$ cat src/rtl/core/assembly_text_tokenizer_top_macros.svh
// ----------------------------------------------------------------------------
// Assertion macros for the assembly text tokenizer
// Both macros expect signals named clk and rst_n in the calling scope.
// ----------------------------------------------------------------------------
`ifndef ASSEMBLY_TEXT_TOKENIZER_TOP_MACROS_SVH
`define ASSEMBLY_TEXT_TOKENIZER_TOP_MACROS_SVH

// The consequent must hold in the same cycle as the antecedent.
`define AST_ASSERT_IMPL(label, ante, cons, msg) \
  label: assert property (@(posedge clk) disable iff (!rst_n) (ante) |-> (cons)) \
    else $error(msg);

// The consequent must hold in the cycle after the antecedent.
`define AST_ASSERT_NEXT(label, ante, cons, msg) \
  label: assert property (@(posedge clk) disable iff (!rst_n) (ante) |=> (cons)) \
    else $error(msg);

`endif

$ cat src/rtl/core/ast_pkg.sv
// ----------------------------------------------------------------------------
// ast_pkg
// Shared types, character codes and the mnemonic table of the tokenizer.
// ----------------------------------------------------------------------------
package ast_pkg;

  localparam int POSITION_BITS_DEF = 32;
  localparam int NUMBER_BITS_DEF   = 64;
  localparam int KW_COUNT          = 21;
  localparam int KW_WINDOW_BYTES   = 6;
  localparam int STEP_QUEUE_DEPTH  = 2;

  localparam logic [7:0] CH_SEMI       = 8'h3B;
  localparam logic [7:0] CH_DOT        = 8'h2E;
  localparam logic [7:0] CH_PERCENT    = 8'h25;
  localparam logic [7:0] CH_OPEN       = 8'h28;
  localparam logic [7:0] CH_CLOSE      = 8'h29;
  localparam logic [7:0] CH_COLON      = 8'h3A;
  localparam logic [7:0] CH_NEWLINE    = 8'h0A;
  localparam logic [7:0] CH_UNDERSCORE = 8'h5F;
  localparam logic [7:0] CH_SPACE      = 8'h20;

  typedef enum logic [2:0] {
    MODE_IDLE,
    MODE_NUMBER,
    MODE_NAME,
    MODE_LABEL,
    MODE_GLOBAL,
    MODE_COMMENT
  } scan_mode_t;

  typedef enum logic [3:0] {
    KIND_NUMBER  = 4'd0,
    KIND_NAME    = 4'd1,
    KIND_KEYWORD = 4'd2,
    KIND_LABEL   = 4'd3,
    KIND_GLOBAL  = 4'd4,
    KIND_OPEN    = 4'd5,
    KIND_CLOSE   = 4'd6,
    KIND_COLON   = 4'd7,
    KIND_ERROR   = 4'd8
  } token_kind_t;

  typedef struct packed {
    token_kind_t kind;
    logic [4:0]  kw_index;
    logic [63:0] number;
    logic [31:0] start;
    logic [31:0] length;
    logic        run_end;
  } token_t;

  // All tokens caused by one input byte; count is 0, 1 or 2.
  typedef struct packed {
    logic [1:0] count;
    token_t     tok0;
    token_t     tok1;
  } step_t;

  typedef struct packed {
    logic       hit;
    logic [4:0] index;
  } kw_match_t;

  // Mnemonics packed with the first character in the low byte, so each
  // string literal is written back to front.
  localparam logic [47:0] KW_TABLE [KW_COUNT] = '{
    48'("labolg"), 48'("pon"),    48'("hsupi"), 48'("hsupf"), 48'("pud"),
    48'("paws"),   48'("pop"),    48'("ter"),   48'("erots"), 48'("daol"),
    48'("gerots"), 48'("gdaol"),  48'("pmj"),   48'("zj"),    48'("znj"),
    48'("llac"),   48'("dda"),    48'("bus"),   48'("lum"),   48'("vid"),
    48'("dom")
  };

  function automatic kw_match_t kw_lookup(input logic [47:0] window);
    kw_match_t m;
    m = '0;
    for (int k = 0; k < KW_COUNT; k++) begin
      if (!m.hit && window == KW_TABLE[k]) begin
        m.hit   = 1'b1;
        m.index = 5'(k);
      end
    end
    return m;
  endfunction

  function automatic logic is_digit(input logic [7:0] c);
    return c inside {[8'h30:8'h39]};
  endfunction

  function automatic logic is_alpha(input logic [7:0] c);
    return c inside {[8'h61:8'h7A], [8'h41:8'h5A]};
  endfunction

  function automatic logic is_name_char(input logic [7:0] c);
    return is_digit(c) || is_alpha(c) || (c == CH_UNDERSCORE);
  endfunction

  function automatic logic is_space(input logic [7:0] c);
    return (c == CH_SPACE) || (c inside {[8'h09:8'h0D]});
  endfunction

endpackage

$ cat src/rtl/core/ast_in_if.sv
// ----------------------------------------------------------------------------
// ast_in_if
// Byte channel into the tokenizer: one source character per item.
// ----------------------------------------------------------------------------
interface ast_in_if;
  logic       valid;
  logic       ready;
  logic [7:0] text_byte;
  logic       end_of_text;

  modport source (output valid, text_byte, end_of_text, input ready);
  modport sink   (input valid, text_byte, end_of_text, output ready);
endinterface

$ cat src/rtl/core/ast_out_if.sv
// ----------------------------------------------------------------------------
// ast_out_if
// Token channel out of the tokenizer: one token per item.
// ----------------------------------------------------------------------------
interface ast_out_if;
  logic        valid;
  logic        ready;
  logic [3:0]  token_kind;
  logic [4:0]  keyword_index;
  logic [63:0] number_value;
  logic [31:0] text_start;
  logic [31:0] text_length;
  logic        run_end;

  modport source (output valid, token_kind, keyword_index, number_value, text_start,
                  text_length, run_end, input ready);
  modport sink   (input valid, token_kind, keyword_index, number_value, text_start,
                  text_length, run_end, output ready);
endinterface

$ cat src/rtl/core/ast_scan.sv
// ----------------------------------------------------------------------------
// ast_scan
// Input byte register, scan state and the per-byte token logic. Each byte
// yields a step record of up to two tokens for the step queue.
// ----------------------------------------------------------------------------
module ast_scan #(
  parameter int POSITION_BITS = ast_pkg::POSITION_BITS_DEF,
  parameter int NUMBER_BITS   = ast_pkg::NUMBER_BITS_DEF
) (
  input  logic           clk,
  input  logic           rst_n,
  ast_in_if.sink         in_chan,
  output logic           push_valid,
  output ast_pkg::step_t push_step,
  input  logic           push_ready
);
  import ast_pkg::*;

  `include "assembly_text_tokenizer_top_macros.svh"

  localparam int PB = POSITION_BITS;
  localparam int NB = NUMBER_BITS;

  typedef struct packed {
    logic   valid;
    token_t tok;
  } cand_t;

  // Input register
  logic       in_valid_r;
  logic [7:0] byte_r;
  logic       last_r;
  logic       fire;

  // Scan state
  scan_mode_t        mode_r,  mode_nxt,  mode_stp;
  logic [NB-1:0]     acc_r,   acc_nxt,   acc_stp;
  logic [PB-1:0]     start_r, start_nxt, start_stp;
  logic [PB-1:0]     pos_r,   pos_nxt;
  logic [47:0]       kw_r,    kw_nxt,    kw_stp;
  logic              long_r,  long_nxt,  long_stp;

  logic [PB-1:0] len_w;
  logic [PB-1:0] endpos_w;
  logic          restart;
  cand_t         cand_a, cand_b, cand_c;
  step_t         step_w;

  function automatic token_t make_tok(input token_kind_t kind, input logic [4:0] kwi,
                                      input logic [NB-1:0] num, input logic [PB-1:0] st,
                                      input logic [PB-1:0] ln);
    token_t t;
    t.kind     = kind;
    t.kw_index = kwi;
    t.number   = 64'(num);
    t.start    = 32'(st);
    t.length   = 32'(ln);
    t.run_end  = 1'b0;
    return t;
  endfunction

  // Token for whatever is pending in mode m, ending just before endp.
  function automatic cand_t flush_cand(input scan_mode_t m, input logic [NB-1:0] acc,
                                       input logic [47:0] kw, input logic lng,
                                       input logic [PB-1:0] st, input logic [PB-1:0] endp);
    cand_t         r;
    kw_match_t     km;
    logic [PB-1:0] ln;
    r  = '0;
    ln = endp - st;
    km = kw_lookup(kw);
    case (m)
      MODE_NUMBER: begin
        r.valid = 1'b1;
        r.tok   = make_tok(KIND_NUMBER, '0, acc, '0, '0);
      end
      MODE_NAME: begin
        r.valid = 1'b1;
        if (!lng && km.hit) begin
          r.tok = make_tok(KIND_KEYWORD, km.index, '0, st, ln);
        end else begin
          r.tok = make_tok(KIND_NAME, '0, '0, st, ln);
        end
      end
      MODE_LABEL: begin
        r.valid = 1'b1;
        r.tok   = make_tok(KIND_LABEL, '0, '0, st, ln);
      end
      MODE_GLOBAL: begin
        r.valid = 1'b1;
        r.tok   = make_tok(KIND_GLOBAL, '0, '0, st, ln);
      end
      default: begin
        r = '0;
      end
    endcase
    return r;
  endfunction

  assign fire          = in_valid_r && (push_ready || (step_w.count == 2'd0));
  assign in_chan.ready = !in_valid_r || fire;
  assign push_valid    = in_valid_r && (step_w.count != 2'd0);
  assign push_step     = step_w;

  always_ff @(posedge clk) begin
    if (!rst_n) begin
      in_valid_r <= 1'b0;
    end else if (in_chan.ready) begin
      in_valid_r <= in_chan.valid;
    end
  end

  always_ff @(posedge clk) begin
    if (in_chan.ready && in_chan.valid) begin
      byte_r <= in_chan.text_byte;
      last_r <= in_chan.end_of_text;
    end
  end

  assign len_w    = pos_r - start_r;
  assign endpos_w = pos_r + PB'(1);

  // Scan of the registered byte against the current mode.
  always_comb begin
    mode_stp  = mode_r;
    acc_stp   = acc_r;
    start_stp = start_r;
    kw_stp    = kw_r;
    long_stp  = long_r;
    cand_a    = '0;
    cand_b    = '0;
    restart   = 1'b0;

    case (mode_r)
      MODE_NUMBER: begin
        if (is_digit(byte_r)) begin
          acc_stp = (acc_r << 3) + (acc_r << 1) + NB'(byte_r[3:0]);
        end else begin
          cand_a  = flush_cand(mode_r, acc_r, kw_r, long_r, start_r, pos_r);
          restart = 1'b1;
        end
      end
      MODE_NAME: begin
        if (is_name_char(byte_r)) begin
          if (!long_r && (len_w < PB'(KW_WINDOW_BYTES))) begin
            for (int i = 0; i < KW_WINDOW_BYTES; i++) begin
              if (len_w == PB'(i)) begin
                kw_stp[8*i +: 8] = kw_r[8*i +: 8] | byte_r;
              end
            end
          end else begin
            long_stp = 1'b1;
          end
        end else begin
          cand_a  = flush_cand(mode_r, acc_r, kw_r, long_r, start_r, pos_r);
          restart = 1'b1;
        end
      end
      MODE_LABEL, MODE_GLOBAL: begin
        if ((len_w == '0) && is_digit(byte_r)) begin
          // A prefix directly followed by a digit is an error; the digit
          // then opens a number.
          cand_a.valid = 1'b1;
          cand_a.tok   = make_tok(KIND_ERROR, '0, '0, '0, '0);
          restart      = 1'b1;
        end else if (!is_name_char(byte_r)) begin
          cand_a  = flush_cand(mode_r, acc_r, kw_r, long_r, start_r, pos_r);
          restart = 1'b1;
        end
      end
      MODE_COMMENT: begin
        if (byte_r == CH_NEWLINE) begin
          mode_stp = MODE_IDLE;
        end
      end
      default: begin
        restart = 1'b1;
      end
    endcase

    if (restart) begin
      mode_stp = MODE_IDLE;
      if (is_space(byte_r)) begin
        mode_stp = MODE_IDLE;
      end else if (byte_r == CH_SEMI) begin
        mode_stp = MODE_COMMENT;
      end else if (is_digit(byte_r)) begin
        mode_stp = MODE_NUMBER;
        acc_stp  = NB'(byte_r[3:0]);
      end else if (is_name_char(byte_r)) begin
        mode_stp  = MODE_NAME;
        start_stp = pos_r;
        kw_stp    = {40'b0, byte_r};
        long_stp  = 1'b0;
      end else if (byte_r == CH_DOT) begin
        mode_stp  = MODE_LABEL;
        start_stp = endpos_w;
      end else if (byte_r == CH_PERCENT) begin
        mode_stp  = MODE_GLOBAL;
        start_stp = endpos_w;
      end else if (byte_r == CH_OPEN) begin
        cand_b.valid = 1'b1;
        cand_b.tok   = make_tok(KIND_OPEN, '0, '0, '0, '0);
      end else if (byte_r == CH_CLOSE) begin
        cand_b.valid = 1'b1;
        cand_b.tok   = make_tok(KIND_CLOSE, '0, '0, '0, '0);
      end else if (byte_r == CH_COLON) begin
        cand_b.valid = 1'b1;
        cand_b.tok   = make_tok(KIND_COLON, '0, '0, '0, '0);
      end else begin
        cand_b.valid = 1'b1;
        cand_b.tok   = make_tok(KIND_ERROR, '0, '0, '0, '0);
      end
    end
  end

  // End of text: flush what is left and restart the scan from position zero.
  always_comb begin
    cand_c    = '0;
    mode_nxt  = mode_stp;
    acc_nxt   = acc_stp;
    start_nxt = start_stp;
    kw_nxt    = kw_stp;
    long_nxt  = long_stp;
    pos_nxt   = endpos_w;
    if (last_r) begin
      if (((mode_stp == MODE_LABEL) || (mode_stp == MODE_GLOBAL)) &&
          (endpos_w == start_stp)) begin
        // A bare prefix as the final byte.
        cand_c.valid = 1'b1;
        cand_c.tok   = make_tok(KIND_ERROR, '0, '0, '0, '0);
      end else begin
        cand_c = flush_cand(mode_stp, acc_stp, kw_stp, long_stp, start_stp, endpos_w);
      end
      mode_nxt  = MODE_IDLE;
      acc_nxt   = '0;
      start_nxt = '0;
      kw_nxt    = '0;
      long_nxt  = 1'b0;
      pos_nxt   = '0;
    end
  end

  // At most two of the three candidates are ever valid; pack them in order.
  always_comb begin
    step_w = '0;
    if (cand_a.valid) begin
      step_w.tok0 = cand_a.tok;
      step_w.tok1 = cand_b.valid ? cand_b.tok : cand_c.tok;
    end else if (cand_b.valid) begin
      step_w.tok0 = cand_b.tok;
      step_w.tok1 = cand_c.tok;
    end else begin
      step_w.tok0 = cand_c.tok;
      step_w.tok1 = '0;
    end
    step_w.count = 2'({1'b0, cand_a.valid}) + 2'({1'b0, cand_b.valid})
                 + 2'({1'b0, cand_c.valid});
    if (step_w.count == 2'd2) begin
      step_w.tok1.run_end = 1'b1;
    end else begin
      step_w.tok0.run_end = 1'b1;
    end
  end

  always_ff @(posedge clk) begin
    if (!rst_n) begin
      mode_r  <= MODE_IDLE;
      acc_r   <= '0;
      start_r <= '0;
      pos_r   <= '0;
      kw_r    <= '0;
      long_r  <= 1'b0;
    end else if (fire) begin
      mode_r  <= mode_nxt;
      acc_r   <= acc_nxt;
      start_r <= start_nxt;
      pos_r   <= pos_nxt;
      kw_r    <= kw_nxt;
      long_r  <= long_nxt;
    end
  end

  `AST_ASSERT_NEXT(a_eot_restart, fire && last_r, (mode_r == MODE_IDLE) && (pos_r == '0), "scan state not cleared after end of text")
  `AST_ASSERT_IMPL(a_two_tokens_max, in_valid_r, !(cand_a.valid && cand_b.valid && cand_c.valid), "more than two tokens from one byte")
  `AST_ASSERT_NEXT(a_byte_held, in_valid_r && !fire, in_valid_r && $stable(byte_r), "stalled byte lost")

endmodule

$ cat src/rtl/core/ast_tokq.sv
// ----------------------------------------------------------------------------
// ast_tokq
// Queue of step records; hands their tokens out one item at a time.
// ----------------------------------------------------------------------------
module ast_tokq #(
  parameter int DEPTH = ast_pkg::STEP_QUEUE_DEPTH
) (
  input  logic           clk,
  input  logic           rst_n,
  input  logic           push_valid,
  input  ast_pkg::step_t push_step,
  output logic           push_ready,
  ast_out_if.source      out_chan
);
  import ast_pkg::*;

  `include "assembly_text_tokenizer_top_macros.svh"

  localparam int AW = (DEPTH > 1) ? $clog2(DEPTH) : 1;
  localparam int CW = $clog2(DEPTH + 1);

  step_t         mem_r [DEPTH];
  logic [AW-1:0] wr_r, wr_nxt;
  logic [AW-1:0] rd_r, rd_nxt;
  logic [CW-1:0] count_r, count_nxt;
  logic          sub_r, sub_nxt;

  step_t  head;
  token_t tok;
  logic   last_tok;
  logic   pop_tok;
  logic   pop_step;
  logic   push;

  assign head     = mem_r[rd_r];
  assign tok      = sub_r ? head.tok1 : head.tok0;
  assign last_tok = (head.count == 2'd1) || sub_r;

  assign out_chan.valid         = (count_r != '0);
  assign out_chan.token_kind    = tok.kind;
  assign out_chan.keyword_index = tok.kw_index;
  assign out_chan.number_value  = tok.number;
  assign out_chan.text_start    = tok.start;
  assign out_chan.text_length   = tok.length;
  assign out_chan.run_end       = tok.run_end;

  assign pop_tok    = out_chan.valid && out_chan.ready;
  assign pop_step   = pop_tok && last_tok;
  assign push_ready = (count_r != CW'(DEPTH)) || pop_step;
  assign push       = push_valid && push_ready;

  always_comb begin
    wr_nxt    = wr_r;
    rd_nxt    = rd_r;
    sub_nxt   = sub_r;
    count_nxt = count_r;
    if (push) begin
      wr_nxt = (wr_r == AW'(DEPTH - 1)) ? '0 : wr_r + AW'(1);
    end
    if (pop_tok) begin
      sub_nxt = !last_tok;
    end
    if (pop_step) begin
      rd_nxt = (rd_r == AW'(DEPTH - 1)) ? '0 : rd_r + AW'(1);
    end
    if (push && !pop_step) begin
      count_nxt = count_r + CW'(1);
    end else if (!push && pop_step) begin
      count_nxt = count_r - CW'(1);
    end
  end

  always_ff @(posedge clk) begin
    if (!rst_n) begin
      wr_r    <= '0;
      rd_r    <= '0;
      sub_r   <= 1'b0;
      count_r <= '0;
    end else begin
      wr_r    <= wr_nxt;
      rd_r    <= rd_nxt;
      sub_r   <= sub_nxt;
      count_r <= count_nxt;
    end
  end

  always_ff @(posedge clk) begin
    if (push) begin
      mem_r[wr_r] <= push_step;
    end
  end

  `AST_ASSERT_IMPL(a_count_bound, 1'b1, count_r <= CW'(DEPTH), "step queue overfilled")
  `AST_ASSERT_IMPL(a_run_end_last, out_chan.valid, out_chan.run_end == last_tok, "run_end not on the last token of a byte")
  `AST_ASSERT_IMPL(a_head_nonempty, out_chan.valid, head.count != 2'd0, "empty step record in queue")

endmodule

$ cat src/rtl/core/assembly_text_tokenizer_top.sv
// ----------------------------------------------------------------------------
// assembly_text_tokenizer_top
// Byte-serial tokenizer for stack-machine assembly text.
// ----------------------------------------------------------------------------
// The block takes one source byte per cycle and emits tokens one per cycle
// while the output accepts them. A byte enters an input register; its scan
// is combinational on that register, and when the byte is consumed the scan
// state is updated and its tokens (zero, one or two) land together in a
// two-entry step queue, which can hold the byte back while it is full. The
// first token is shown from the head of that queue once written. Bytes that
// produce at most one token stream at one per cycle while the output accepts
// them; a byte that produces two tokens occupies the output for both of them,
// which is what sets the input rate over such stretches. Name, label and
// global text is reported as start position and length; run_end marks the
// last token caused by a byte. End of text flushes the pending token and restarts positions at zero.
module assembly_text_tokenizer_top #(
  parameter int POSITION_BITS = ast_pkg::POSITION_BITS_DEF,
  parameter int NUMBER_BITS   = ast_pkg::NUMBER_BITS_DEF
) (
  input  logic      clk,
  input  logic      rst_n,
  ast_in_if.sink    in_chan,
  ast_out_if.source out_chan
);
  import ast_pkg::*;

  logic  push_valid;
  logic  push_ready;
  step_t push_step;

  ast_scan #(
    .POSITION_BITS (POSITION_BITS),
    .NUMBER_BITS   (NUMBER_BITS)
  ) u_scan (
    .clk        (clk),
    .rst_n      (rst_n),
    .in_chan    (in_chan),
    .push_valid (push_valid),
    .push_step  (push_step),
    .push_ready (push_ready)
  );

  ast_tokq #(
    .DEPTH (STEP_QUEUE_DEPTH)
  ) u_tokq (
    .clk        (clk),
    .rst_n      (rst_n),
    .push_valid (push_valid),
    .push_step  (push_step),
    .push_ready (push_ready),
    .out_chan   (out_chan)
  );

endmodule
$ cat src/flat_wrapper.sv
// flat-port wrapper written by rule: the top's interface ports become plain ports
module assembly_text_tokenizer_top_flat import ast_pkg::*;
#(
  parameter int POSITION_BITS = ast_pkg::POSITION_BITS_DEF,
  parameter int NUMBER_BITS   = ast_pkg::NUMBER_BITS_DEF
)
  (clk, rst_n, in_chan_valid, in_chan_text_byte, in_chan_end_of_text, in_chan_ready, out_chan_valid, out_chan_token_kind, out_chan_keyword_index, out_chan_number_value, out_chan_text_start, out_chan_text_length, out_chan_run_end, out_chan_ready);
  ast_in_if in_chan_i ();
  ast_out_if out_chan_i ();
  input  logic clk;
  input  logic rst_n;
  input wire logic [$bits(in_chan_i.valid)-1:0] in_chan_valid;
  input wire logic [$bits(in_chan_i.text_byte)-1:0] in_chan_text_byte;
  input wire logic [$bits(in_chan_i.end_of_text)-1:0] in_chan_end_of_text;
  output wire logic [$bits(in_chan_i.ready)-1:0] in_chan_ready;
  output wire logic [$bits(out_chan_i.valid)-1:0] out_chan_valid;
  output wire logic [$bits(out_chan_i.token_kind)-1:0] out_chan_token_kind;
  output wire logic [$bits(out_chan_i.keyword_index)-1:0] out_chan_keyword_index;
  output wire logic [$bits(out_chan_i.number_value)-1:0] out_chan_number_value;
  output wire logic [$bits(out_chan_i.text_start)-1:0] out_chan_text_start;
  output wire logic [$bits(out_chan_i.text_length)-1:0] out_chan_text_length;
  output wire logic [$bits(out_chan_i.run_end)-1:0] out_chan_run_end;
  input wire logic [$bits(out_chan_i.ready)-1:0] out_chan_ready;
  assign in_chan_i.valid = in_chan_valid;
  assign in_chan_i.text_byte = in_chan_text_byte;
  assign in_chan_i.end_of_text = in_chan_end_of_text;
  assign in_chan_ready = in_chan_i.ready;
  assign out_chan_valid = out_chan_i.valid;
  assign out_chan_token_kind = out_chan_i.token_kind;
  assign out_chan_keyword_index = out_chan_i.keyword_index;
  assign out_chan_number_value = out_chan_i.number_value;
  assign out_chan_text_start = out_chan_i.text_start;
  assign out_chan_text_length = out_chan_i.text_length;
  assign out_chan_run_end = out_chan_i.run_end;
  assign out_chan_i.ready = out_chan_ready;
  assembly_text_tokenizer_top #(.POSITION_BITS(POSITION_BITS), .NUMBER_BITS(NUMBER_BITS)) u_core (.clk(clk), .rst_n(rst_n), .in_chan(in_chan_i), .out_chan(out_chan_i));
endmodule
$ cat config.mk
export PLATFORM = sky130hd
export DESIGN_NAME = assembly_text_tokenizer_top_flat
export DESIGN_NICKNAME = d
export VERILOG_FILES = /design/src/rtl/core/ast_pkg.sv /design/src/rtl/core/ast_in_if.sv /design/src/rtl/core/ast_out_if.sv /design/src/rtl/core/ast_scan.sv /design/src/rtl/core/ast_tokq.sv /design/src/rtl/core/assembly_text_tokenizer_top.sv /design/src/flat_wrapper.sv
export VERILOG_INCLUDE_DIRS = /design/src /design/src/rtl/core
export SDC_FILE = /design/constraint.sdc
export NUM_CORES = 2
export LEC_CHECK = 0
export ABC_AREA = 1
export ABC_CLOCK_PERIOD_IN_PS = 19330
export BUFFER_PORTS_ARGS = -buffer_cell sky130_fd_sc_hd__buf_2
export CAP_MARGIN = 40
export CELL_PAD_IN_SITES_DETAIL_PLACEMENT = 0
export CELL_PAD_IN_SITES_GLOBAL_PLACEMENT = 1
export CORE_ASPECT_RATIO = 1.25
export CORE_MARGIN = 2
export CORE_UTILIZATION = 25
export DETAILED_ROUTE_END_ITERATION = 12
export HOLD_SLACK_MARGIN = 0.02
export PLACE_DENSITY = 0.45
export RECOVER_POWER = 50
export SYNTH_ARGS = -nofsm -noshare
export SYNTH_HDL_FRONTEND = slang
export SYNTH_HIERARCHICAL = 1
export SYNTH_SLANG_ARGS = --single-unit
export TNS_END_PERCENT = 10
$ cat constraint.sdc
create_clock -name clk -period 19.33 [get_ports clk]
set_input_delay 0.9665 -clock clk [delete_from_list [all_inputs] [get_ports clk]]
set_output_delay 0.9665 -clock clk [all_outputs]
set_load 0.03 [all_outputs]
* After elaboration in Yosys (flattened, before gate mapping)
Memories as Yosys holds them, arrays and structs flattened. A register that Yosys moved wholly into a read port is not among the register bits.
Index checks and enable logic that the tools add are counted.
** Cells by class
- Reductions and logical operators :: 118
- Equality and inequality tests :: 69
- Multiplexer cells :: 215
- Add/sub/neg operators :: 11
- Order comparisons :: 9
- Bitwise logic cells :: 6
** Operators with widths (number)
- $mux W139 :: 13
- $eq A48 B23 Y1 const B :: 22
- $mux W6 :: 126
- $mux W138 :: 5
- $pmux W139 S4 :: 1
- $mux W276 :: 2
- $mux W64 :: 7
- $mux W48 :: 9
- $pmux W139 S3 :: 1
- $eq A48 B39 Y1 const B :: 8
- $eq A48 B31 Y1 const B :: 6
- $mux W32 :: 9
- $pmux W139 S2 :: 1
- $mux W136 :: 2
- $eq A48 B47 Y1 const B :: 4
- $eq A48 B15 Y1 const B :: 2
- $add A64 B4 Y64 :: 1
- $add A64 B64 Y64 :: 1
- $eq A32 B2 Y1 const B :: 2
- $eq A32 B3 Y1 const B :: 2
- $sub A32 B32 Y32 :: 2
- $logic_and A1 B1 Y1 :: 57
- $eq A8 B6 Y1 const B :: 7
- $mux W8 :: 6
- other kinds (34) :: 132
** Word-level totals
- Bits in writable memories :: 556
- Memories kept :: 1
- Input bits :: 13
- Register bits after elaboration :: 195
- Logic and storage cells :: 442
** Memories
- u_core.u_tokq.mem_r :: words 2, bits a word 278, read ports 1, clocked after Yosys merged registers in 1, wr ports 1, line ast_tokq.sv:22 : step_t mem_r [DEPTH];

* Logic depth before layout (Yosys ltp)
- Word-level depth :: 129
- Gate-level depth with buffers :: 56

* By module
Netlist, hierarchy kept.
** Modules (own cells, without submodules)
- ast_scan :: area each 24458.5 µm², times used 1, cells an instance 4092
- ast_tokq :: area each 20812.5 µm², times used 1, cells an instance 1378

* Least setup slack after synthesis
OpenSTA, ideal clock, no wires.
- Kind :: register -> register
- From :: register u_core.u_scan.pos_r[0]
- To :: memory u_core/u_tokq/mem_r[0][0] (netlist bit), enable pin
- Stages on the path, launching flop included :: 29
- Slack :: 2.646 ns
- Required time :: 18.408 ns
- Buffers on the path :: 0
- Arrival time :: 15.762 ns
- Cells stage by stage :: dfxtp_1 > inv_2 > ha_1 > fa_1 > inv_1 > nand3_1 > nand3_1 > nand2_1 > nand2_1 > xnor2_1 > nand2_1 > nor2_1 > nand4_1 > nor2_1 > nand4_2 > nand3_2 > nand2_1 > nor2_1 > inv_2 > nor2_1 > a21oi_1 > nor2_1 > a21oi_1 > inv_2 > o21ai_0 > fa_1 > a21oi_1 > nand2_1 > nor2_1
** Between the ends
- Word-level cells in the longest chain between the ends :: 18
- Elaborated cells between the ends (all ways) :: 34
** Ends and longest elaborated chain
- start: declaration :: line ast_scan.sv:39 : logic [PB-1:0] pos_r, pos_nxt;
- start signal: assignment :: line ast_scan.sv:278 : pos_r <= pos_nxt;
- branches (longest 12 deep; another with $sub A32 B32 Y32)
- $add A2 B1 Y2 * :: line ast_scan.sv:258 : + 2'({1'b0, cand_c.valid});
- $reduce_bool A2 Y1 * :: line ast_scan.sv:102 : assign push_valid = in_valid_r && (step_w.count != 2'd0);
- $logic_and A1 B1 Y1 * :: line ast_scan.sv:102
- via u_core.push_valid :: line assembly_text_tokenizer_top.sv:27 : logic push_valid;
- $logic_and A1 B1 Y1 * :: line ast_tokq.sv:50 : assign push = push_valid && push_ready;
- $mux W1 * :: line ast_tokq.sv:88 : if (push) begin
- $mux W1 (implied by the code) * :: line ast_tokq.sv:89 : mem_r[wr_r] <= push_step;
- end: declaration :: line ast_tokq.sv:22
Mark *: on every way through the listed nets, which the timed path passes.

==> flow_metrics.env <==
export IMPL_reg2reg_from="u_core/u_scan/byte_r[3]$_DFFE_PP_"
export IMPL_hpwl_um=124000
export IMPL_final_core_util_pct=28.3
export IMPL_layout_nets=5729
export IMPL_synthArstFlopShare_pct=0
export IMPL_crit_path_frequent_cell="inv_1"
export IMPL_clockBufferDepth=3
export IMPL_startpoint="u_core/u_scan/byte_r[3]$_DFFE_PP_"
export IMPL_cp_required_ns=19.67
export IMPL_grt_pass1_wl_um=253000
export IMPL_hp_start="u_core/u_scan/kw_r[13]$_SDFFE_PN0P_"
export IMPL_drive_gt1_share_pct=7.29
export IMPL_worstPathMaxFanout=42
export IMPL_pre_cts_slack_ns=8.95
export IMPL_synth_top_area_share_pct=37.5
export IMPL_finalHoldViolCount=0
export IMPL_fp_coreArea_sq_um=180000
export IMPL_slew_headroom_pct=-424
export IMPL_num_vias=38129
export IMPL_ctsResizeCount=0
export IMPL_endpoint_kind="flip-flop"
export IMPL_ir_worst_vdd_mv=0.0613
export IMPL_syn_area_per_cell_sq_um=8.28
export IMPL_synth_flop_cell="edfxtp_1"
export IMPL_clockRootBuffer="clkbuf_16"
export IMPL_fp_row_count=174
export IMPL_fillCellCount=19627
export IMPL_cts_inserted_buffers=88
export IMPL_io_pins=153
export IMPL_setup_slack_ns=5.33
export IMPL_clkTransAtPathRegs_ns=0.06
export IMPL_wire_per_inst_um=21.7
export IMPL_drc_errors=18
export IMPL_wl_um=173000
export IMPL_drtAntennaViolNets=0
export IMPL_antenna_found_initial=8
export IMPL_yosysMostFrequentCell="nand2_1"
export IMPL_ctsHoldBuffers=0
export IMPL_clock_latency_ns=0.72
export IMPL_period_needed_ns=14.00
export IMPL_critPathKind="reg -> reg"
export IMPL_synth_warnings=6
export IMPL_leakagePower_nw=20.2
export IMPL_skew_ns=0.0407
export IMPL_die_height_um=480
export IMPL_synthesis_area_sq_um=45300
export IMPL_area_growth_pct=12.3
export IMPL_multiInputGateArea_sq_um=20700
export IMPL_routed_via_density=4.78
export IMPL_drv_slew=630
export IMPL_max_clock_freq_mhz=71.5
export IMPL_die_x_um=385
export IMPL_critical_path_arrival_ns=14.33
export IMPL_firstDrtPassIters=9
export IMPL_min_delay_path_class="reg -> reg"
export IMPL_startpoint_type="flip-flop"
export IMPL_setup_viol=0
export IMPL_powerDensity_nw_per_um2=89.3
export IMPL_timing_final_crit_share_pct=72.4
export IMPL_grt_pass1_vias=37979
export IMPL_port_buffers=152
export IMPL_yosys_top_cells_count="nand2_1 (1119), nor2_1 (613), edfxtp_1 (565)"
export IMPL_post_cts_buffers=0
export IMPL_grtUsageTotal_pct=18.3
export IMPL_cap_violations=10
export IMPL_synth_area_leader_cell="edfxtp_1"
export IMPL_syn_inst=5470
export IMPL_grt_overflow=0
export IMPL_cts_sinks=752
export IMPL_cts_tree="yes"
export IMPL_seq_area_frac_synth_pct=45.7
export IMPL_die_area_sq_um=185000
export IMPL_setup_tns_ns=0
export IMPL_status="finished with violations"
export IMPL_synth_edf_count=565
export IMPL_cts_max_level=3
export IMPL_violations="DRC, capacitance limit, slew limit"
export IMPL_rsz0062_at_grt="false"
export IMPL_synth_area_leaders="edfxtp_1 (37%), nand2_1 (9.3%), dfxtp_1 (8.3%)"
export IMPL_ys_seq_elements=752
export IMPL_worst_pin_slew_ns=7.85
export IMPL_place_congestion=0.862
export IMPL_grt_max_degree=179
export IMPL_drtIter0Drc=2219
export IMPL_initial_core_util_pct=25.2
export IMPL_synth_cell_types=75
export IMPL_cp_slowest_stage_delay_ns=2.08
export IMPL_seqCellArea_sq_um=20700
export IMPL_slowest_stage="o21ai_0"
## worst max-delay path, delay by kind of cell (launching register included)
kind	cells	cell delay [ns]
buffers and inverters	15	7.54
AOI/OAI and AO/OA	4	3.14
and+or+nand+nor	9	2.33
DFF	1	0.47
## layout by cell type, fill, tap and decap left out, types with 11 or more instances in the layout
| master | instances |
|---|---|
| a21oi_1 | 399 |
| a31oi_1 | 40 |
| a32o_1 | 26 |
| buf_2 | 31 |
| buf_4 | 37 |
| bufinv_16 | 12 |
| clkbuf_1 | 154 |
| clkbuf_16 | 93 |
| clkinv_1 | 16 |
| conb_1 | 65 |
| dfxtp_1 | 186 |
| edfxtp_1 | 565 |
| ha_1 | 186 |
| inv_1 | 535 |
| inv_2 | 23 |
| nand2_1 | 1133 |
| nand2_2 | 17 |
| nand2_4 | 28 |
| nand3_1 | 202 |
| nand4_1 | 66 |
| nor2_1 | 613 |
| nor2_2 | 27 |
| nor2_4 | 11 |
| nor3_1 | 49 |
| nor4_1 | 38 |
| o211ai_1 | 15 |
| o21a_1 | 12 |
| o21ai_0 | 482 |
| o21ai_1 | 23 |
| o221ai_1 | 23 |
| o22ai_1 | 198 |
| o22ai_2 | 24 |
| o31ai_1 | 13 |
| or2_2 | 18 |
| xnor2_1 | 34 |
| xor2_1 | 49 |
## flip-flops by register name, indices dropped and copies added, names as in the netlist, named ones only
register,flops
u_core/u_scan/last_r,1
u_core/u_scan/in_valid_r,1
u_core/u_tokq/wr_r,1
u_core/u_tokq/mem_r,556
u_core/u_scan/kw_r,48
u_core/u_scan/byte_r,8
u_core/u_scan/acc_r,64
u_core/u_scan/pos_r,32
u_core/u_scan/long_r,1
u_core/u_tokq/rd_r,1
u_core/u_scan/start_r,32
u_core/u_tokq/sub_r,1
u_core/u_tokq/count_r,2
u_core/u_scan/mode_r,3
## cell type report
class	count	share of cell area (%)
inverter	570	4.26
clock buffer	115	4.80
timing repair buffer	216	2.47
sequential	752	40.8
multi-input combinational	3897	40.7
clock inverter	47	1.13
antenna	2	0.00985
tap	2376	5.85
## stage by stage
stage | total power, mW | instances | hold WS [ns] | instance area (sq um)
global route | 4.75 | 7974 | 0.487 | 50800
CTS | 4.65 | 7973 | 0.394 | 51300
detailed placement | 2.83 | 7811 | 0.459 | 48300
finish | 4.54 | 7975 | 0.465 | 50800
floorplan | 2.52 | 5534 | 0.445 | 45500
global placement | 2.82 | 7790 | 0.453 | 47900
## report_power, final
group / internal [mW] / switching (mW) / total, mW
logic: 0.215 / 0.705 / 0.920
clock network: 1.05 / 0.725 / 1.78
registers: 1.81 / 0.0285 / 1.84
total: 3.08 / 1.46 / 4.54
## per-layer routing
layer | part of all wire [%] | vias up | GRT usage [%]
met1 | 45 | 18615 | 23.5
met3 | 2.6 | 171 | 1.67
met5 | 0 | - | 0
met2 | 50 | 547 | 32.7
met4 | 2.1 | 0 | 4.61
li1 | - | 18796 | -
## path summary, 6_finish.rpt
check / depth (start not counted) / to / slack, ns
worst max-delay path: 28 / u_core/u_tokq/mem_r[0][202]$_DFFE_PP_ / 5.33
worst min-delay path: 2 / u_core/u_scan/kw_r[13]$_SDFFE_PN0P_ / 0.47
worst max register to register: 28 / u_core/u_tokq/mem_r[0][202]$_DFFE_PP_ / 5.33
worst min register to register: 2 / u_core/u_scan/kw_r[13]$_SDFFE_PN0P_ / 0.47
## kinds of logic after synthesis
family,Yosys count,share of synthesized area [%]
other,1,0.00828
and+or+nand+nor,2252,21.9
AOI/OAI and AO/OA,1306,16.8
DFF,752,45.7
adders and majority gates,191,5.36
buffers and inverters,885,8.57
xor gates and xnor gates,83,1.61
Power figures use the tool's default switching activity.
